<file path="src/rtl/core/imutv_pkg.sv">
// Package for the track velocity estimator: item types, register indexes,
// serial unit request types and saturation helpers. No dependencies.
package imutv_pkg;

    localparam int FRAC_BITS = 16;

    localparam logic [2:0] REG_SIDE_RIGHT  = 3'd0;
    localparam logic [2:0] REG_HALF_TRACK  = 3'd1;
    localparam logic [2:0] REG_GRAVITY     = 3'd2;
    localparam logic [2:0] REG_DEAD_ZONE   = 3'd3;
    localparam logic [2:0] REG_STILL       = 3'd4;
    localparam logic [2:0] REG_BLEND       = 3'd5;
    localparam logic [2:0] REG_CALIB       = 3'd6;

    localparam logic OP_IMU  = 1'b0;
    localparam logic OP_ODOM = 1'b1;

    typedef struct packed {
        logic               op;
        logic [31:0]        stamp_us;
        logic signed [31:0] accel_x;
        logic signed [15:0] quat_w;
        logic signed [15:0] quat_x;
        logic signed [15:0] quat_y;
        logic signed [15:0] quat_z;
        logic signed [31:0] imu_yaw_rate;
        logic signed [31:0] odom_speed;
        logic signed [31:0] odom_turn_rate;
    } in_item_t;

    typedef struct packed {
        logic signed [31:0] track_velocity;
        logic signed [31:0] yaw_rate_out;
    } out_item_t;

    typedef struct packed {
        logic        start;
        logic        neg;
        logic [31:0] a;
        logic [31:0] b;
    } mul_req_t;

    typedef struct packed {
        logic        start;
        logic [63:0] num;
        logic [31:0] den;
    } div_req_t;

    function automatic logic signed [31:0] sat32(input logic signed [67:0] v);
        logic signed [31:0] r;
        if (v > 68'sd2147483647)
            r = 32'sh7FFFFFFF;
        else if (v < -68'sd2147483648)
            r = 32'sh80000000;
        else
            r = v[31:0];
        return r;
    endfunction

    function automatic logic [31:0] abs32(input logic signed [31:0] v);
        logic [31:0] r;
        r = v[31] ? 32'(-v) : 32'(v);
        return r;
    endfunction

endpackage

</file>
<file path="src/rtl/core/imu_track_velocity_estimator.sv">
// Top level of the track velocity estimator: APB registers, sequencer and
// the shared serial multiplier and divider. Depends on imutv_pkg, imutv_mul, imutv_div.
//
// channel   signals                          accepted when
// in        in_valid in_ready in_data        in_valid && in_ready
// out       out_valid out_ready out_data     out_valid && out_ready
// cfg       psel penable pwrite paddr pwdata psel && penable && pwrite
//
// A product: start, 32 shift-add steps, done; a quotient: start, restoring steps, done.
// Odometry item: accept plus one product. First IMU item: accept only.
// Calibration item: three products, plus the bias division on the last one.
// Running IMU item: six products, one quotient, accept, clean and result steps,
// all through the single multiplier and divider.
// One item at a time; a result waits in the output register, and a finished
// item stalls only if the previous result has not been taken. Async reset.
module imu_track_velocity_estimator
    import imutv_pkg::*;
(
    input  logic        clk,
    input  logic        rst_n,
    input  logic        in_valid,
    output logic        in_ready,
    input  in_item_t    in_data,
    output logic        out_valid,
    input  logic        out_ready,
    output out_item_t   out_data,
    input  logic        psel,
    input  logic        penable,
    input  logic        pwrite,
    input  logic [4:0]  paddr,
    input  logic [31:0] pwdata,
    output logic [31:0] prdata,
    output logic        pready
);

    localparam logic [3:0] S_IDLE   = 4'd0;
    localparam logic [3:0] S_Q1     = 4'd1;
    localparam logic [3:0] S_Q2     = 4'd2;
    localparam logic [3:0] S_GRAV   = 4'd3;
    localparam logic [3:0] S_CALDIV = 4'd4;
    localparam logic [3:0] S_CLEAN  = 4'd5;
    localparam logic [3:0] S_INC    = 4'd6;
    localparam logic [3:0] S_INCDIV = 4'd7;
    localparam logic [3:0] S_BL1    = 4'd8;
    localparam logic [3:0] S_BL2    = 4'd9;
    localparam logic [3:0] S_FIN    = 4'd10;
    localparam logic [3:0] S_ODOM   = 4'd11;

    localparam logic [16:0] BW_ONE   = 17'd65536;
    localparam logic [31:0] US_PER_S = 32'd1000000;
    localparam logic signed [67:0] S_MAX = 68'sd268435456;

    logic        side_reg;
    logic [30:0] half_reg;
    logic [30:0] grav_reg;
    logic [30:0] dz_reg;
    logic [30:0] still_reg;
    logic [16:0] bw_reg;
    logic [7:0]  calib_reg;

    logic [3:0]  state_reg;
    logic [3:0]  state_next;
    logic        pend_reg;
    logic        out_valid_reg;
    out_item_t   out_reg;
    in_item_t    item_reg;

    logic signed [31:0] vel_reg;
    logic signed [31:0] ref_reg;
    logic [31:0]        last_reg;
    logic               first_reg;
    logic               cal_reg;
    logic [7:0]         cnt_reg;
    logic signed [47:0] bsum_reg;
    logic signed [31:0] bias_reg;
    logic [31:0]        dt_reg;
    logic signed [65:0] p_reg;
    logic signed [29:0] s_reg;
    logic signed [31:0] ax_reg;
    logic signed [31:0] clean_reg;
    logic [63:0]        t_reg;

    mul_req_t           mreq;
    div_req_t           dreq;
    logic               mul_done;
    logic signed [65:0] mul_prod;
    logic               div_done;
    logic [63:0]        div_q;

    logic               cfg_wr;
    logic [16:0]        bw_eff;
    logic [7:0]         n_eff;
    logic               is_mul_state;
    logic               is_div_state;
    logic signed [67:0] s_diff;
    logic signed [29:0] s_sat;
    logic signed [65:0] g_term;
    logic signed [31:0] ax_new;
    logic signed [47:0] bsum_new;
    logic [7:0]         cnt_new;
    logic signed [31:0] clean_sat;
    logic signed [31:0] clean_dz;
    logic signed [67:0] vel_inc;
    logic signed [66:0] blend_sum;
    logic signed [65:0] odom_term;
    logic signed [31:0] odom_ref;
    logic               still;
    logic [47:0]        bsum_mag;

    imutv_mul u_mul (
        .clk   (clk),
        .rst_n (rst_n),
        .req   (mreq),
        .done  (mul_done),
        .prod  (mul_prod)
    );

    imutv_div u_div (
        .clk   (clk),
        .rst_n (rst_n),
        .req   (dreq),
        .done  (div_done),
        .quot  (div_q)
    );

    assign pready    = 1'b1;
    assign cfg_wr    = psel && penable && pwrite;
    assign in_ready  = (state_reg == S_IDLE);
    assign out_valid = out_valid_reg;
    assign out_data  = out_reg;

    assign bw_eff = (bw_reg > BW_ONE) ? BW_ONE : bw_reg;
    assign n_eff  = (calib_reg == 8'd0) ? 8'd1 : calib_reg;

    always_comb
    begin
        unique case (paddr[4:2])
            REG_SIDE_RIGHT: prdata = {31'd0, side_reg};
            REG_HALF_TRACK: prdata = {1'b0, half_reg};
            REG_GRAVITY:    prdata = {1'b0, grav_reg};
            REG_DEAD_ZONE:  prdata = {1'b0, dz_reg};
            REG_STILL:      prdata = {1'b0, still_reg};
            REG_BLEND:      prdata = {15'd0, bw_reg};
            REG_CALIB:      prdata = {24'd0, calib_reg};
            default:        prdata = 32'd0;
        endcase
    end

    always_ff @(posedge clk or negedge rst_n)
    begin
        if (!rst_n)
        begin
            side_reg  <= 1'b0;
            half_reg  <= 31'd16384;
            grav_reg  <= 31'd642908;
            dz_reg    <= 31'd5243;
            still_reg <= 31'd655;
            bw_reg    <= 17'd1311;
            calib_reg <= 8'd150;
        end
        else if (cfg_wr)
        begin
            unique case (paddr[4:2])
                REG_SIDE_RIGHT: side_reg  <= pwdata[0];
                REG_HALF_TRACK: half_reg  <= pwdata[30:0];
                REG_GRAVITY:    grav_reg  <= pwdata[30:0];
                REG_DEAD_ZONE:  dz_reg    <= pwdata[30:0];
                REG_STILL:      still_reg <= pwdata[30:0];
                REG_BLEND:      bw_reg    <= pwdata[16:0];
                REG_CALIB:      calib_reg <= pwdata[7:0];
                default:        ;
            endcase
        end
    end

    // operand selection for the shared units
    always_comb
    begin
        mreq.a   = 32'd0;
        mreq.b   = 32'd0;
        mreq.neg = 1'b0;
        is_mul_state = 1'b1;
        unique case (state_reg)
            S_Q1:
            begin
                mreq.a   = abs32(32'(item_reg.quat_w));
                mreq.b   = abs32(32'(item_reg.quat_y));
                mreq.neg = item_reg.quat_w[15] ^ item_reg.quat_y[15];
            end
            S_Q2:
            begin
                mreq.a   = abs32(32'(item_reg.quat_x));
                mreq.b   = abs32(32'(item_reg.quat_z));
                mreq.neg = item_reg.quat_x[15] ^ item_reg.quat_z[15];
            end
            S_GRAV:
            begin
                mreq.a   = {1'b0, grav_reg};
                mreq.b   = abs32(32'(s_reg));
                mreq.neg = s_reg[29];
            end
            S_INC:
            begin
                mreq.a = abs32(clean_reg);
                mreq.b = dt_reg;
            end
            S_BL1:
            begin
                mreq.a   = abs32(vel_reg);
                mreq.b   = {15'd0, BW_ONE - bw_eff};
                mreq.neg = vel_reg[31];
            end
            S_BL2:
            begin
                mreq.a   = abs32(ref_reg);
                mreq.b   = {15'd0, bw_eff};
                mreq.neg = ref_reg[31];
            end
            S_ODOM:
            begin
                mreq.a   = abs32(item_reg.odom_turn_rate);
                mreq.b   = {1'b0, half_reg};
                mreq.neg = item_reg.odom_turn_rate[31];
            end
            default: is_mul_state = 1'b0;
        endcase
        mreq.start = is_mul_state && !pend_reg;
    end

    assign bsum_mag = bsum_reg[47] ? 48'(-bsum_reg) : 48'(bsum_reg);

    always_comb
    begin
        dreq.num = 64'd0;
        dreq.den = 32'd0;
        is_div_state = 1'b1;
        unique case (state_reg)
            S_CALDIV:
            begin
                dreq.num = {16'd0, bsum_mag};
                dreq.den = {24'd0, n_eff};
            end
            S_INCDIV:
            begin
                dreq.num = t_reg;
                dreq.den = US_PER_S;
            end
            default: is_div_state = 1'b0;
        endcase
        dreq.start = is_div_state && !pend_reg;
    end

    // datapath arithmetic on unit results
    always_comb
    begin
        s_diff = (68'(p_reg) - 68'(mul_prod)) <<< 1;
        if (s_diff > S_MAX)
            s_sat = 30'(S_MAX);
        else if (s_diff < -S_MAX)
            s_sat = 30'(-S_MAX);
        else
            s_sat = s_diff[29:0];

        g_term   = mul_prod >>> 28;
        ax_new   = sat32(68'(item_reg.accel_x) - 68'(g_term));
        bsum_new = bsum_reg + 48'(ax_new);
        cnt_new  = cnt_reg + 8'd1;

        clean_sat = sat32(68'(ax_reg) - 68'(bias_reg));
        clean_dz  = ({1'b0, abs32(clean_sat)} < {2'b00, dz_reg}) ? 32'sd0 : clean_sat;

        vel_inc = clean_reg[31] ? 68'(vel_reg) - $signed({4'd0, div_q})
                                : 68'(vel_reg) + $signed({4'd0, div_q});

        blend_sum = 67'(p_reg) + 67'(mul_prod);

        odom_term = mul_prod >>> FRAC_BITS;
        odom_ref  = side_reg ? sat32(68'(item_reg.odom_speed) + 68'(odom_term))
                             : sat32(68'(item_reg.odom_speed) - 68'(odom_term));
        still = ({1'b0, abs32(item_reg.odom_speed)} < {2'b00, still_reg})
             && ({1'b0, abs32(item_reg.odom_turn_rate)} < {2'b00, still_reg});
    end

    always_comb
    begin
        state_next = state_reg;
        unique case (state_reg)
            S_IDLE:
            begin
                if (in_valid)
                begin
                    if (in_data.op == OP_ODOM)
                        state_next = S_ODOM;
                    else if (!first_reg)
                        state_next = S_Q1;
                end
            end
            S_Q1:     if (mul_done) state_next = S_Q2;
            S_Q2:     if (mul_done) state_next = S_GRAV;
            S_GRAV:
            begin
                if (mul_done)
                begin
                    if (cal_reg)
                        state_next = S_CLEAN;
                    else if (cnt_new >= n_eff)
                        state_next = S_CALDIV;
                    else
                        state_next = S_IDLE;
                end
            end
            S_CALDIV: if (div_done) state_next = S_IDLE;
            S_CLEAN:  state_next = S_INC;
            S_INC:    if (mul_done) state_next = S_INCDIV;
            S_INCDIV: if (div_done) state_next = S_BL1;
            S_BL1:    if (mul_done) state_next = S_BL2;
            S_BL2:    if (mul_done) state_next = S_FIN;
            S_FIN:    if (!out_valid_reg || out_ready) state_next = S_IDLE;
            S_ODOM:   if (mul_done) state_next = S_IDLE;
            default:  state_next = S_IDLE;
        endcase
    end

    always_ff @(posedge clk or negedge rst_n)
    begin
        if (!rst_n)
        begin
            state_reg     <= S_IDLE;
            pend_reg      <= 1'b0;
            out_valid_reg <= 1'b0;
            vel_reg       <= 32'sd0;
            ref_reg       <= 32'sd0;
            last_reg      <= 32'd0;
            first_reg     <= 1'b1;
            cal_reg       <= 1'b0;
            cnt_reg       <= 8'd0;
            bsum_reg      <= 48'sd0;
            bias_reg      <= 32'sd0;
        end
        else
        begin
            state_reg <= state_next;
            if (mreq.start || dreq.start)
                pend_reg <= 1'b1;
            else if (mul_done || div_done)
                pend_reg <= 1'b0;

            // a new result replaces the one taken in the same cycle
            if (state_reg == S_FIN && (!out_valid_reg || out_ready))
                out_valid_reg <= 1'b1;
            else if (out_valid_reg && out_ready)
                out_valid_reg <= 1'b0;

            unique case (state_reg)
                S_IDLE:
                begin
                    if (in_valid && in_data.op == OP_IMU)
                    begin
                        last_reg  <= in_data.stamp_us;
                        first_reg <= 1'b0;
                    end
                end
                S_GRAV:
                begin
                    if (mul_done && !cal_reg)
                    begin
                        bsum_reg <= bsum_new;
                        cnt_reg  <= cnt_new;
                    end
                end
                S_CALDIV:
                begin
                    if (div_done)
                    begin
                        bias_reg <= bsum_reg[47] ? -$signed(div_q[31:0])
                                                 : $signed(div_q[31:0]);
                        cal_reg  <= 1'b1;
                    end
                end
                S_INCDIV: if (div_done) vel_reg <= sat32(vel_inc);
                S_BL2:    if (mul_done) vel_reg <= sat32(68'(blend_sum >>> 16));
                S_ODOM:
                begin
                    if (mul_done)
                    begin
                        // still robot: drop the velocity before the new reference
                        if (still)
                            vel_reg <= 32'sd0;
                        ref_reg <= odom_ref;
                    end
                end
                default: ;
            endcase
        end
    end

    always_ff @(posedge clk)
    begin
        if (state_reg == S_IDLE && in_valid)
        begin
            item_reg <= in_data;
            dt_reg   <= in_data.stamp_us - last_reg;
        end
        if ((state_reg == S_Q1 || state_reg == S_BL1) && mul_done)
            p_reg <= mul_prod;
        if (state_reg == S_Q2 && mul_done)
            s_reg <= s_sat;
        if (state_reg == S_GRAV && mul_done)
            ax_reg <= ax_new;
        if (state_reg == S_CLEAN)
            clean_reg <= clean_dz;
        if (state_reg == S_INC && mul_done)
            t_reg <= mul_prod[63:0];
        if (state_reg == S_FIN && (!out_valid_reg || out_ready))
        begin
            out_reg.track_velocity <= vel_reg;
            out_reg.yaw_rate_out   <= item_reg.imu_yaw_rate;
        end
    end

`ifndef SYNTHESIS
    a_idle_no_pending: assert property (@(posedge clk) disable iff (!rst_n)
        in_ready |-> !pend_reg)
        else $error("unit request pending while idle");

    a_one_unit: assert property (@(posedge clk) disable iff (!rst_n)
        !(mreq.start && dreq.start))
        else $error("multiplier and divider started together");

    a_out_calibrated: assert property (@(posedge clk) disable iff (!rst_n)
        out_valid |-> cal_reg && !first_reg)
        else $error("result before calibration ended");

    a_done_in_mul_state: assert property (@(posedge clk) disable iff (!rst_n)
        mul_done |-> is_mul_state && pend_reg)
        else $error("product finished outside a multiply step");
`endif

endmodule

</file>
<file path="src/rtl/core/imutv_mul.sv">
// Shift-add multiplier, one multiplier bit per cycle, through all 32 bits of the multiplier.
// Depends on imutv_pkg for the request type.
module imutv_mul
    import imutv_pkg::*;
(
    input  logic               clk,
    input  logic               rst_n,
    input  mul_req_t           req,
    output logic               done,
    output logic signed [65:0] prod
);

    logic        busy_reg;
    logic        done_reg;
    logic [4:0]  cnt_reg;
    logic [31:0] a_reg;
    logic [31:0] hi_reg;
    logic [31:0] lo_reg;
    logic        neg_reg;
    logic [32:0] sum;
    logic signed [65:0] mag;

    assign sum  = {1'b0, hi_reg} + (lo_reg[0] ? {1'b0, a_reg} : 33'd0);
    assign mag  = $signed({2'b00, hi_reg, lo_reg});
    assign prod = neg_reg ? -mag : mag;
    assign done = done_reg;

    always_ff @(posedge clk or negedge rst_n)
    begin
        if (!rst_n)
        begin
            busy_reg <= 1'b0;
            done_reg <= 1'b0;
            cnt_reg  <= 5'd0;
        end
        else
        begin
            done_reg <= 1'b0;
            if (req.start)
            begin
                busy_reg <= 1'b1;
                cnt_reg  <= 5'd0;
            end
            else if (busy_reg)
            begin
                cnt_reg <= cnt_reg + 5'd1;
                if (cnt_reg == 5'd31)
                begin
                    busy_reg <= 1'b0;
                    done_reg <= 1'b1;
                end
            end
        end
    end

    always_ff @(posedge clk)
    begin
        if (req.start)
        begin
            a_reg   <= req.a;
            hi_reg  <= 32'd0;
            lo_reg  <= req.b;
            neg_reg <= req.neg;
        end
        else if (busy_reg)
        begin
            // shift the partial sum down, next multiplier bit moves to lo[0]
            hi_reg <= sum[32:1];
            lo_reg <= {sum[0], lo_reg[31:1]};
        end
    end

endmodule

</file>
<file path="src/rtl/core/imutv_div.sv">
// Restoring divider, one quotient bit per cycle, through all 64 bits of the dividend.
// Depends on imutv_pkg for the request type.
module imutv_div
    import imutv_pkg::*;
(
    input  logic        clk,
    input  logic        rst_n,
    input  div_req_t    req,
    output logic        done,
    output logic [63:0] quot
);

    logic        busy_reg;
    logic        done_reg;
    logic [5:0]  cnt_reg;
    logic [31:0] den_reg;
    logic [31:0] rem_reg;
    logic [63:0] q_reg;
    logic [33:0] diff;
    logic        fit;

    assign diff = {1'b0, rem_reg, q_reg[63]} - {2'b00, den_reg};
    assign fit  = !diff[33];
    assign done = done_reg;
    assign quot = q_reg;

    always_ff @(posedge clk or negedge rst_n)
    begin
        if (!rst_n)
        begin
            busy_reg <= 1'b0;
            done_reg <= 1'b0;
            cnt_reg  <= 6'd0;
        end
        else
        begin
            done_reg <= 1'b0;
            if (req.start)
            begin
                busy_reg <= 1'b1;
                cnt_reg  <= 6'd0;
            end
            else if (busy_reg)
            begin
                cnt_reg <= cnt_reg + 6'd1;
                if (cnt_reg == 6'd63)
                begin
                    busy_reg <= 1'b0;
                    done_reg <= 1'b1;
                end
            end
        end
    end

    always_ff @(posedge clk)
    begin
        if (req.start)
        begin
            den_reg <= req.den;
            rem_reg <= 32'd0;
            q_reg   <= req.num;
        end
        else if (busy_reg)
        begin
            rem_reg <= fit ? diff[31:0] : {rem_reg[30:0], q_reg[63]};
            q_reg   <= {q_reg[62:0], fit};
        end
    end

endmodule

</file>
<file path="config.mk">
export PLATFORM = sky130hd
export DESIGN_NAME = imu_track_velocity_estimator
export DESIGN_NICKNAME = d
export VERILOG_FILES = /design/src/rtl/core/imutv_pkg.sv /design/src/rtl/core/imu_track_velocity_estimator.sv /design/src/rtl/core/imutv_mul.sv /design/src/rtl/core/imutv_div.sv
export SDC_FILE = /design/constraint.sdc
export NUM_CORES = 2
export LEC_CHECK = 0
export BUFFER_PORTS_ARGS = -buffer_cell sky130_fd_sc_hd__clkbuf_2
export CORE_UTILIZATION = 23
export CTS_CLUSTER_DIAMETER = 50
export DETAILED_ROUTE_END_ITERATION = 8
export MAX_ROUTING_LAYER = met4
export SLEW_MARGIN = 20
export SYNTH_ARGS = -nofsm -noshare
export SYNTH_HDL_FRONTEND = slang
export SYNTH_HIERARCHICAL = 1
export SYNTH_SLANG_ARGS = --single-unit
</file>
<file path="constraint.sdc">
create_clock -name clk -period 11.6 [get_ports clk]
set_clock_uncertainty 0.1 [all_clocks]
set_input_delay 1.16 -clock clk [delete_from_list [all_inputs] [get_ports clk]]
set_output_delay 1.16 -clock clk [all_outputs]
set_load 0.005 [all_outputs]
</file>
==> summary.txt <==
Power
  – Peak VDD IR: 0.1216 mV
  – NetSw: 10540 uW
  – Leakage: 0.03840 uW
  – Switching Share: 0.4690
  – Internal power: 11930 uW
  – Power per cell area: approximately 230 mW/mm^2
  – Overall Power: 22460 uW
  – Sequential power share: 0.241
  – Comb power frac: 0.545
  – Part of the power in the clock network: 0.214

Synth
  – Largest area contributor in the netlist: edfxtp_1
  – FFs w/ async S/R, synth: 0.3266
  – Synth top area cells: edfxtp_1 (23%), dfrtp_1 (9.2%), ha_1 (9.0%)
  – Syn Area/Cell: 8.957 sq um
  – Ys Warns: 6
  – Seq cells post-synth: roughly 1100
  – Post-synth cell types: 124
  – Post-synth top cells: nand2_1 (809), nor2_1 (746), a21oi_1 (737)
  – Synth top area share: 0.2328
  – Most frequent cell after synthesis: nand2_1
  – Synth Flop Type: edfxtp_1
  – Post-synthesis sequential area ratio: 0.3512
  – Mapped Area: 0.08668 sq mm
  – EDFF count, synth: 672
  – Post-Syn Instances: 9677

Die
  – Die X: 615.9 um
  – Starting Density: 0.2310
  – Area of the die: around 0.38 sq mm
  – Core Area: 0.3753 sq mm
  – FP Rows: 225
  – IO Pins: 368
  – Die height: 615.9 um

Final layout
  – Share of layout cells above drive strength 1: 0.1220
  – Fillers: 40249
  – Register area: 0.03045 sq mm
  – Max reg flops: 192
  – Post-route cell area: 0.09960 sq mm
  – Area growth, synth to finish: 14.91%
  – Nets: 10826
  – Cell Count, Final, Fillers Out: 15072
  – Area of the multi-input gates: 0.05290 sq mm

STA
  – RSZ-0062 raised after global routing: false
  – Slew margin rel.: 0.1423
  – Hold Violations, Final: 0
  – Final min period: between 10000 and 15000 ps
  – Max Clk Rate: ~0.09 GHz
  – Final Cycle Share: 0.9339
  – Final Setup Violations: 0
  – Fin Setup TNS: 0 ps
  – Max Transition Viols Final: 0
  – Worst-Margin Slew: 1284 ps

Detailed routing
  – DRT antenna net count: 0
  – Final wirelength: 378200 um
  – First-iteration detailed-routing DRC count: 8524
  – Avg Vias per Cell: 5.249
  – Detailed-route via count: 79108
  – Residual DRC: 0
  – 1st-pass router iterations: 8
  – DR WL/cell: 25.09 um

Global route
  – GR Util All Layers: 0.1966
  – Vias in the first global route: 73908
  – Initial antenna violation count: between 50 and 60
  – Overflow after GRT: 0
  – Pin count of the biggest net entering global routing: 140
  – First-pass GRT wire length: ~530000 um

Clock network
  – Maximum clock path buffer count: 4
  – Post-CTS sizing: 0
  – Hold-fix buffers, CTS: 0
  – TritonCTS buffer count: 151
  – Clk slew on worst S/H paths: roughly 60 ps
  – CTS root buf: clkbuf_16
  – CTS HTree Levels: 4
  – Clock Sinks: 1093
  – Latest clock arrival within the worst-skew pair: ~870 ps
  – TritonCTS clock tree: yes
  – Buffer count from post-CTS setup fixing: 0

Placement
  – Routability cong.: 1.031
  – Port Buffers: about 360
  – Placed cell areas: 0.09444 sq mm
  – DP HPWL: 303600 um
  – Placed Cells: 14762

Critical path
  – WS Path Type: reg2reg
  – Setup crit end kind: flip-flop
  – Crit path DAT: about 11000 ps
  – Reg2Reg Depth: 38
  – Required time of the worst setup path: 12160 ps
  – CP max stage cell: or4_1
  – Critical Path Start Type: flip-flop
  – Slowest cell delay on critical path: 680 ps
  – Crit path max fanout: 24

Outcome
  – Outcome: finished clean

Run
  – Max Cap Violations: 0

Hold path
  – Worst Hold Class: in2async
power groups by stage:
stage	Sequential, uW	Combinational, uW	Clock (uW)
2_1_floorplan	5240	8110	0
3_5_place_dp	5460	11900	0
3_3_place_gp	5450	11900	0
6_report	5410	12200	4810
4_1_cts	5390	11900	4890
5_1_grt	5440	13100	5020
logic make-up (layout without fill, tap and decap cells):
kind of cell               after synthesis  count (layout)  synth area share
AOI/OAI and AO/OA                     2971            2971            0.2264
xor gates and xnor gates               860             860           0.08690
adders and majority gates              645             645           0.09371
buffers and inverters                  932            1273           0.04133
DFF                                   1093            1093            0.3512
muxes                                  295             295           0.03723
other                                    2              62        0.00008664
and+or+nand+nor                       2879            2879            0.1632
metrics by stage:
| step | hold slack [ps] | setup WS, ps | util |
|---|---|---|---|
| after detailed placement | 304.5 | 574.2 | 0.2517 |
| after global placement | 300.2 | 425.3 | 0.2517 |
| after CTS | 259.0 | 498.7 | 0.2651 |
| final | 263.7 | 767.3 | 0.2654 |
| after floorplan | 300.3 | 2482 | - |
| after global routing | 300.3 | 18.96 | 0.2653 |
final cells by class:
class / instances / share of cell area
repair buffers: 515 / 0.03045
multi-input cells: 7670 / 0.5311
inverters: 490 / 0.01847
diodes: 42 / 0.001055
clock buffers: 183 / 0.04102
flip-flops and latches: 1093 / 0.3057
clock inverters: 85 / 0.009434
well taps: 4994 / 0.06274
path summary, 6_finish.rpt:
path | from | to | slack, ps
worst max-delay path | u_mul/lo_reg[23] | bsum_reg[47] | 770
worst min register to register | item_reg[94] | out_data[30] | 320
max in group asynchronous | rst_n | bsum_reg[47] | 9510
worst max register to register | u_mul/lo_reg[23] | bsum_reg[47] | 770
min in group clk | item_reg[94] | out_data[30] | 320
worst min-delay path | rst_n | half_reg[7] | 260
cells in the final DEF (no fill, tap or decap), types with 137 or more instances in the layout:
cell type,n
a21oi_1,736
xnor2_1,571
clkbuf_2,361
edfxtp_1,672
dfrtp_1,315
nand3_1,181
nor3_1,196
clkbuf_16,156
nand2_1,809
o31ai_1,154
inv_1,476
mux2_2,219
nor2_1,733
a21o_1,272
o21a_1,137
xor2_1,288
buf_4,148
o21ai_0,635
ha_1,626
worst max-delay path, delay by kind of cell (launching register included):
kind	cells	cell delay, ps
AOI/OAI and AO/OA	17	4410
and+or+nand+nor	12	3480
buffers and inverters	4	940
adders and majority gates	2	730
xor gates and xnor gates	3	580
DFF	1	440
metal layers:
metal / wire, um / vias to the layer above / GRT usage
met2: 170400 / 3415 / 0.3064
met5: 0 / - / -
met4: 29760 / 0 / 0.1297
met3: 29280 / 853 / 0.03483
li1: - / 36273 / -
met1: 148800 / 38567 / 0.2326
Power figures use the tool's default switching activity.
